[src/sv/cbm_pkg.sv]
// ----------------------------------------------------------------------------
// cbm_pkg
// Shared types and constants for the concatenated block remainder engine.
// ----------------------------------------------------------------------------
package cbm_pkg;

  localparam int unsigned INDEX_BITS = 32;
  localparam int unsigned FIELD_MOD_BITS = 63;
  localparam int unsigned VALUE_BITS = 63;   // block members, below 2^63
  localparam int unsigned POW_BITS = 64;     // powers of ten up to 10^19
  localparam int unsigned MUL_B_BITS = 64;   // multiplier bit operand
  localparam int unsigned MUL_CNT_BITS = 6;  // counts MUL_B_BITS steps

  // Multiplications issued by the controller
  typedef enum logic [2:0] {
    OP_Q  = 3'd0,  // 10^d mod m
    OP_A  = 3'd1,  // F.a * S.a
    OP_B  = 3'd2,  // F.a * S.b
    OP_C  = 3'd3,  // F.a * S.c
    OP_K  = 3'd4,  // F.b * S.k
    OP_XA = 3'd5,  // acc.a * x
    OP_XB = 3'd6   // acc.b * cur
  } mul_op_t;

  typedef struct packed {
    logic    load;
    logic    setup;
    logic    set_hi;
    logic    grow;
    logic    run_init;
    logic    mul_start;
    mul_op_t op;
    logic    tgt_acc;
    logic    commit;
    logic    shift;
    logic    finish;
    logic    zero;
  } cbm_cmd_t;

  typedef struct packed {
    logic mul_done;
    logic degenerate;
    logic cur_ge_p10;
    logic len_zero;
    logic len_odd;
    logic len_gt1;
    logic last_run;
  } cbm_stat_t;

endpackage

[src/sv/cbm_ctrl.sv]
// ----------------------------------------------------------------------------
// cbm_ctrl
// Sequencer: run split, square-and-multiply over affine maps, handshakes.
// ----------------------------------------------------------------------------
module cbm_ctrl (
  input  logic               clk,
  input  logic               rst,
  input  logic               in_valid,
  output logic               in_ready,
  output logic               out_valid,
  input  logic               out_ready,
  input  cbm_pkg::cbm_stat_t stat,
  output cbm_pkg::cbm_cmd_t  cmd
);
  import cbm_pkg::*;

  typedef enum logic [11:0] {
    S_IDLE   = 12'b0000_0000_0001,
    S_SETUP  = 12'b0000_0000_0010,
    S_SETHI  = 12'b0000_0000_0100,
    S_DIG    = 12'b0000_0000_1000,
    S_RUNSET = 12'b0000_0001_0000,
    S_MUL    = 12'b0000_0010_0000,
    S_MWAIT  = 12'b0000_0100_0000,
    S_LOOP   = 12'b0000_1000_0000,
    S_COMMIT = 12'b0001_0000_0000,
    S_SHIFT  = 12'b0010_0000_0000,
    S_FIN    = 12'b0100_0000_0000,
    S_OUT    = 12'b1000_0000_0000
  } state_t;

  state_t  state, state_next;
  mul_op_t op, op_next;
  logic    tgt_acc, tgt_acc_next;

  always_comb begin
    state_next = state;
    op_next = op;
    tgt_acc_next = tgt_acc;
    cmd = '0;
    cmd.op = op;
    cmd.tgt_acc = tgt_acc;
    case (state)
      S_IDLE: begin
        if (in_valid) begin
          cmd.load = 1'b1;
          state_next = S_SETUP;
        end
      end
      S_SETUP: begin
        if (stat.degenerate) begin
          cmd.zero = 1'b1;
          state_next = S_OUT;
        end else begin
          cmd.setup = 1'b1;
          state_next = S_SETHI;
        end
      end
      S_SETHI: begin
        cmd.set_hi = 1'b1;
        state_next = S_DIG;
      end
      S_DIG: begin
        // grow 10^d until it exceeds the current member
        if (stat.cur_ge_p10) cmd.grow = 1'b1;
        else state_next = S_RUNSET;
      end
      S_RUNSET: begin
        cmd.run_init = 1'b1;
        op_next = OP_Q;
        state_next = S_MUL;
      end
      S_MUL: begin
        cmd.mul_start = 1'b1;
        state_next = S_MWAIT;
      end
      S_MWAIT: begin
        if (stat.mul_done) begin
          case (op)
            OP_Q: state_next = S_LOOP;
            OP_A: begin
              op_next = OP_B;
              state_next = S_MUL;
            end
            OP_B: begin
              op_next = OP_C;
              state_next = S_MUL;
            end
            OP_C: begin
              op_next = OP_K;
              state_next = S_MUL;
            end
            OP_K: state_next = S_COMMIT;
            OP_XA: begin
              op_next = OP_XB;
              state_next = S_MUL;
            end
            OP_XB: state_next = S_FIN;
            default: state_next = S_IDLE;
          endcase
        end
      end
      S_LOOP: begin
        if (stat.len_zero) begin
          op_next = OP_XA;
          state_next = S_MUL;
        end else if (stat.len_odd) begin
          tgt_acc_next = 1'b1;
          op_next = OP_A;
          state_next = S_MUL;
        end else begin
          state_next = S_SHIFT;
        end
      end
      S_COMMIT: begin
        cmd.commit = 1'b1;
        state_next = tgt_acc ? S_SHIFT : S_LOOP;
      end
      S_SHIFT: begin
        cmd.shift = 1'b1;
        if (stat.len_gt1) begin
          // square only while exponent bits remain
          tgt_acc_next = 1'b0;
          op_next = OP_A;
          state_next = S_MUL;
        end else begin
          state_next = S_LOOP;
        end
      end
      S_FIN: begin
        cmd.finish = 1'b1;
        state_next = stat.last_run ? S_OUT : S_DIG;
      end
      S_OUT: begin
        if (out_ready) state_next = S_IDLE;
      end
      default: state_next = S_IDLE;
    endcase
  end

  always_ff @(posedge clk) begin
    if (rst) begin
      state <= S_IDLE;
      op <= OP_Q;
      tgt_acc <= 1'b0;
    end else begin
      state <= state_next;
      op <= op_next;
      tgt_acc <= tgt_acc_next;
    end
  end

  assign in_ready = (state == S_IDLE);
  assign out_valid = (state == S_OUT);

endmodule

[config.mk]
export PLATFORM = sky130hd
export DESIGN_NAME = cbm_ctrl
export DESIGN_NICKNAME = d
export VERILOG_FILES = /design/src/sv/cbm_pkg.sv /design/src/sv/cbm_ctrl.sv
export SDC_FILE = /design/constraint.sdc
export NUM_CORES = 1
export LEC_CHECK = 0
export BUFFER_PORTS_ARGS = -buffer_cell sky130_fd_sc_hd__buf_2
export CAP_MARGIN = 20
export CORE_ASPECT_RATIO = 0.75
export CORE_UTILIZATION = 56
export CTS_BUF_LIST = sky130_fd_sc_hd__clkbuf_2 sky130_fd_sc_hd__clkbuf_4 sky130_fd_sc_hd__clkbuf_8
export DETAILED_ROUTE_END_ITERATION = 10
export GPL_TIMING_DRIVEN = 0
export PLACE_DENSITY = 0.87
export RECOVER_POWER = 100
export SLEW_MARGIN = 25
export SYNTH_ARGS = -nofsm -noshare
export SYNTH_HDL_FRONTEND = slang
export SYNTH_SLANG_ARGS = --single-unit
[constraint.sdc]
create_clock -name clk -period 2.75 [get_ports clk]
set_clock_uncertainty 0.2 [all_clocks]
set_input_delay 0.4125 -clock clk [delete_from_list [all_inputs] [get_ports clk]]
set_output_delay 0.4125 -clock clk [all_outputs]
set_load 0.01 [all_outputs]
======== Word level (Yosys, flattened, before mapping) ========
Cells that the tools add are included.
word-level totals
  input bits .............................. 11
  output and inout bits ................... 16
  logic and storage cells ................. 73
  register bits after elaboration ......... 16
cells by class
  reduce and logical (&&, ||, !) cells .... 7
  mux-type cells .......................... 36
  equality and inequality tests ........... 27
operators with widths
  kind                                                   count
  one-hot mux 12 bit (12 select lines)                   1
  2-to-1 mux 12 bit                                      7
  one-hot mux 11 bit (4 select lines)                    1
  one-hot mux 3 bit (4 select lines)                     2
  2-to-1 mux 10 bit                                      2
  2-to-1 mux 1 bit                                       17
  equality test 12 x 1 -> 1 bit, second input constant   1
  equality test 12 x 10 -> 1 bit, second input constant  1
  equality test 12 x 11 -> 1 bit, second input constant  1
  equality test 12 bit, second input constant            1
  equality test 12 x 2 -> 1 bit, second input constant   1
  equality test 12 x 3 -> 1 bit, second input constant   1
  equality test 12 x 4 -> 1 bit, second input constant   1
  equality test 12 x 5 -> 1 bit, second input constant   1
  equality test 12 x 6 -> 1 bit, second input constant   1
  equality test 12 x 7 -> 1 bit, second input constant   1
  equality test 12 x 8 -> 1 bit, second input constant   1
  equality test 12 x 9 -> 1 bit, second input constant   1
  2-to-1 mux 3 bit                                       4
  != test 2 bit, second input constant                   6
  equality test 3 bit, second input constant             3
  2-to-1 mux 8 bit                                       1
  AND reduction 4 bit                                    2
  equality test 3 x 2 -> 1 bit, second input constant    2
  10 further kinds                                       10

======== Longest topological paths before layout ========
  word-level depth ........................ 5
  gate-level depth with buffers ........... 6
  depth with buffers taken out ............ 5

======== Worst setup path after synthesis ========
OpenSTA, ideal clock, no wires.
  path kind ............................... flip-flop to output port
  start point ............................. register state[4]
  end point ............................... output port cmd[13] (netlist bit)
  setup slack ............................. 0.312 ns
  data arrival time ....................... 1.826 ns
  cell stages (with the launch flop) ...... 7
  buffers on the path ..................... 1
  data required time ...................... 2.138 ns
  path through ............................ dfxtp_1 buf_6 or4_4 nor3_1 and3_1 inv_1 nor2_1
RTL lines
  element                 RTL line         text
  start, declared         cbm_ctrl.sv:32   state_t state, state_next;
  start signal, assigned  cbm_ctrl.sv:147  state <= state_next;
  end, declared           cbm_ctrl.sv:13   output cbm_pkg::cbm_cmd_t cmd

==> impl_results.md <==
* Status: finished clean
* DRT Pass-1 Iters at 5
* Power Total at 0.0006028 W
* Tcrit/Tclk final at 97.18%
* Routed Antenna Nets at 0
* Leading area contributor after synthesis: dfxtp_1
* Most common cell after layout, fill and taps aside: buf_2
* Cts hold-fix bufs at 0
* DRC viols at 0
* Leak at 0.6163 nW
* Via count at 1,363
* Kind of start point of the critical path: register
* Setup TNS at 0 ns
* Endpoints failing hold at 0
* CTS Sinks at 16
* Measured slew at the worst slew-check pin at 0.8781 ns
* Total Wirelength at 3413 um
* Diode count at 0
* Die area at 0.002364 sq mm
* Maximum VDD drop at 0.3928 mV
* Pwr dens at 410.4 mW/mm^2
* Cell Area, Synth at 0.001216 sq mm
* Crit. End Element: output pin
* Fill cells at 168
* WHS at 0.1528 ns
* NumNets Final at 199
* CTS tree: built
* Yosys warning total at 0
* Slew Limit Fails at 0
* Post-synthesis register bit count at 16
* Largest net degree at the start of global routing at 11
* Mapped Cells at 155
* Post-DP HPWL at 2475 um
* Met1 Use GR at 39.23%
* Initial antenna violation count at 0
* Ranking of synthesized cells by area: dfxtp_1 (26%), nor2_1 (6.2%), nor4_1 (5.1%), nor3b_1 (3.7%), and4b_1 (3.3%)
* Min Tclk post-route at 2.673 ns
* Max Freq at 374.2 MHz
* Relative slew margins at 40.92%
* CTS HTree Levels at 1
* EDFF count, synth at 0
* DP Area at 0.001376 sq mm
* Critical path class: register to output pin
* Main synth FF type: dfxtp_1
* Vias per inst at 6.460
* Share of layout cells above drive strength 1 at 28.88%
* DIE WIDTH at 55.81 um
* Clock Latency Late Sink at 0.29 ns
* Dpl ws at 0.1164 ns
* Die height at 42.36 um
* WP data arrival at 2.06 ns
* Starting density of the core at 59.85%
* Root Driver: clkbuf_4
* Core area at 0.002032 sq mm
* Sequential element share of the synthesized area at 26.34%
* CTS Buf Count at 3
* RSZ-0062 raised after global routing: yes
* Post-synth top area share at 26.34%
* Final instance area at 0.001469 sq mm
* Max-cap violations at 0
* Vias in the first global route at 1,173
* Number of distinct library cells after synthesis at 49
* Syn_nets at 166
* Final Setup Violations at 0
* Overflow after GRT at 0
* First-pass GRT wire length at 5333 um
* Worst-path clk slew at 0.10 ns
* Routing usage on met3 at 9.568%
* Global routing's busiest layer: met2
* Fraction of registers with async set/reset at 0%
* GPL Wtd Cong at 0.8372
* Top Ports at 27
* Iter 0 DRT Violations at 83
* Max clock buf depth at 2
* Routed WL per cell at 16.18 um
* Met2 usage at 47.23%
* CP Data Required Time at 2.14 ns
* Total track usage at 29.61%
* Final worst slack at 0.07742 ns
* Area Growth Syn to Fin at 20.78%
* Commonest cells after routing, fill and taps aside: buf_2 (27), nor2_1 (18), dfxtp_1 (16), inv_1 (9), nor4_1 (9)
* Critical Path Fanout Max at 10
* Buffers on Ports at 26
* Worst hold path type: input pin to register
* Core Rows at 14
* Syn Area/Cell at 7.846 sq um
-- through the flow --
stage | cells | util (%)
floorplan | 155 | -
global route | 211 | 72.29
global placement | 205 | 67.73
finish | 211 | 72.29
CTS | 209 | 71.00
detailed placement | 205 | 67.73
-- registers in the layout (all words and copies together), names as in the netlist --
register and count:
op 3, state 12, tgt_acc 1
-- layer usage --
metal / vias to the layer above / part of all wire (%)
met5: - / 0
met4: 0 / 1.8
met3: 8 / 9.8
met2: 89 / 46
met1: 616 / 42
li1: 650 / -
-- final timing paths --
path,start,end,slack (ns),depth (start not counted)
worst min-delay path,stat[1],tgt_acc,0.15,2
worst max-delay path,state[11],cmd[12],0.08,6
worst min register to register,tgt_acc,tgt_acc,0.36,2
worst max register to register,state[1],state[0],0.16,6
-- cell usage after synthesis (all sizes together), types with 3 or more instances --
| library cell | instances |
|---|---|
| nor4 | 10 |
| and4b | 4 |
| clkbuf | 5 |
| a211oi | 3 |
| xor2 | 4 |
| nor2 | 20 |
| nand2b | 6 |
| nand2 | 5 |
| o21ai | 5 |
| and3 | 4 |
| nand4 | 6 |
| nor3 | 4 |
| nor3b | 6 |
| dfxtp | 16 |
| or4 | 4 |
| buf | 7 |
| inv | 9 |
| nand3 | 4 |
-- logic make-up after synthesis --
family	Yosys count	synth area share [%]
buf+inv	21	8.436
xor+xnor	6	4.321
simple gates	84	42.70
compound gates	26	16.15
flops	16	26.34
mux	2	2.057
-- critical path: stages (launching register included) --
cell	delay, ns
dfxtp_1	0.31
buf_2	0.16
or4_4	0.57
nor3_4	0.24
buf_4	0.15
and4b_1	0.20
buf_2	0.14
-- power breakdown --
part	switching, W	internal, W	total [W]
Combinational	0.000113	0.0000863	0.000200
Clock	0.0000812	0.0000807	0.000162
Sequential	0.00000229	0.000239	0.000241
Total	0.000197	0.000406	0.000603
-- timing repair --
action / 4_1_cts / 5_1_grt
pin swaps: 0 / 4
setup endpoints to repair: 7 / 5
setup buffers: 0 / 3
resized for setup: 6 / 3
-- area by class of cell --
class | count | area (sq um) | share of cell area (%)
multi-input cells | 118 | 834.6 | 56.81
clock buffers | 4 | 36.28 | 2.470
flip-flops and latches | 16 | 320.3 | 21.81
repair buffers | 29 | 148.9 | 10.14
inverters | 9 | 33.78 | 2.300
well taps | 24 | 30.03 | 2.044
plain buffers | 11 | 65.06 | 4.429
No activity file was read; power rests on OpenSTA's default activity.
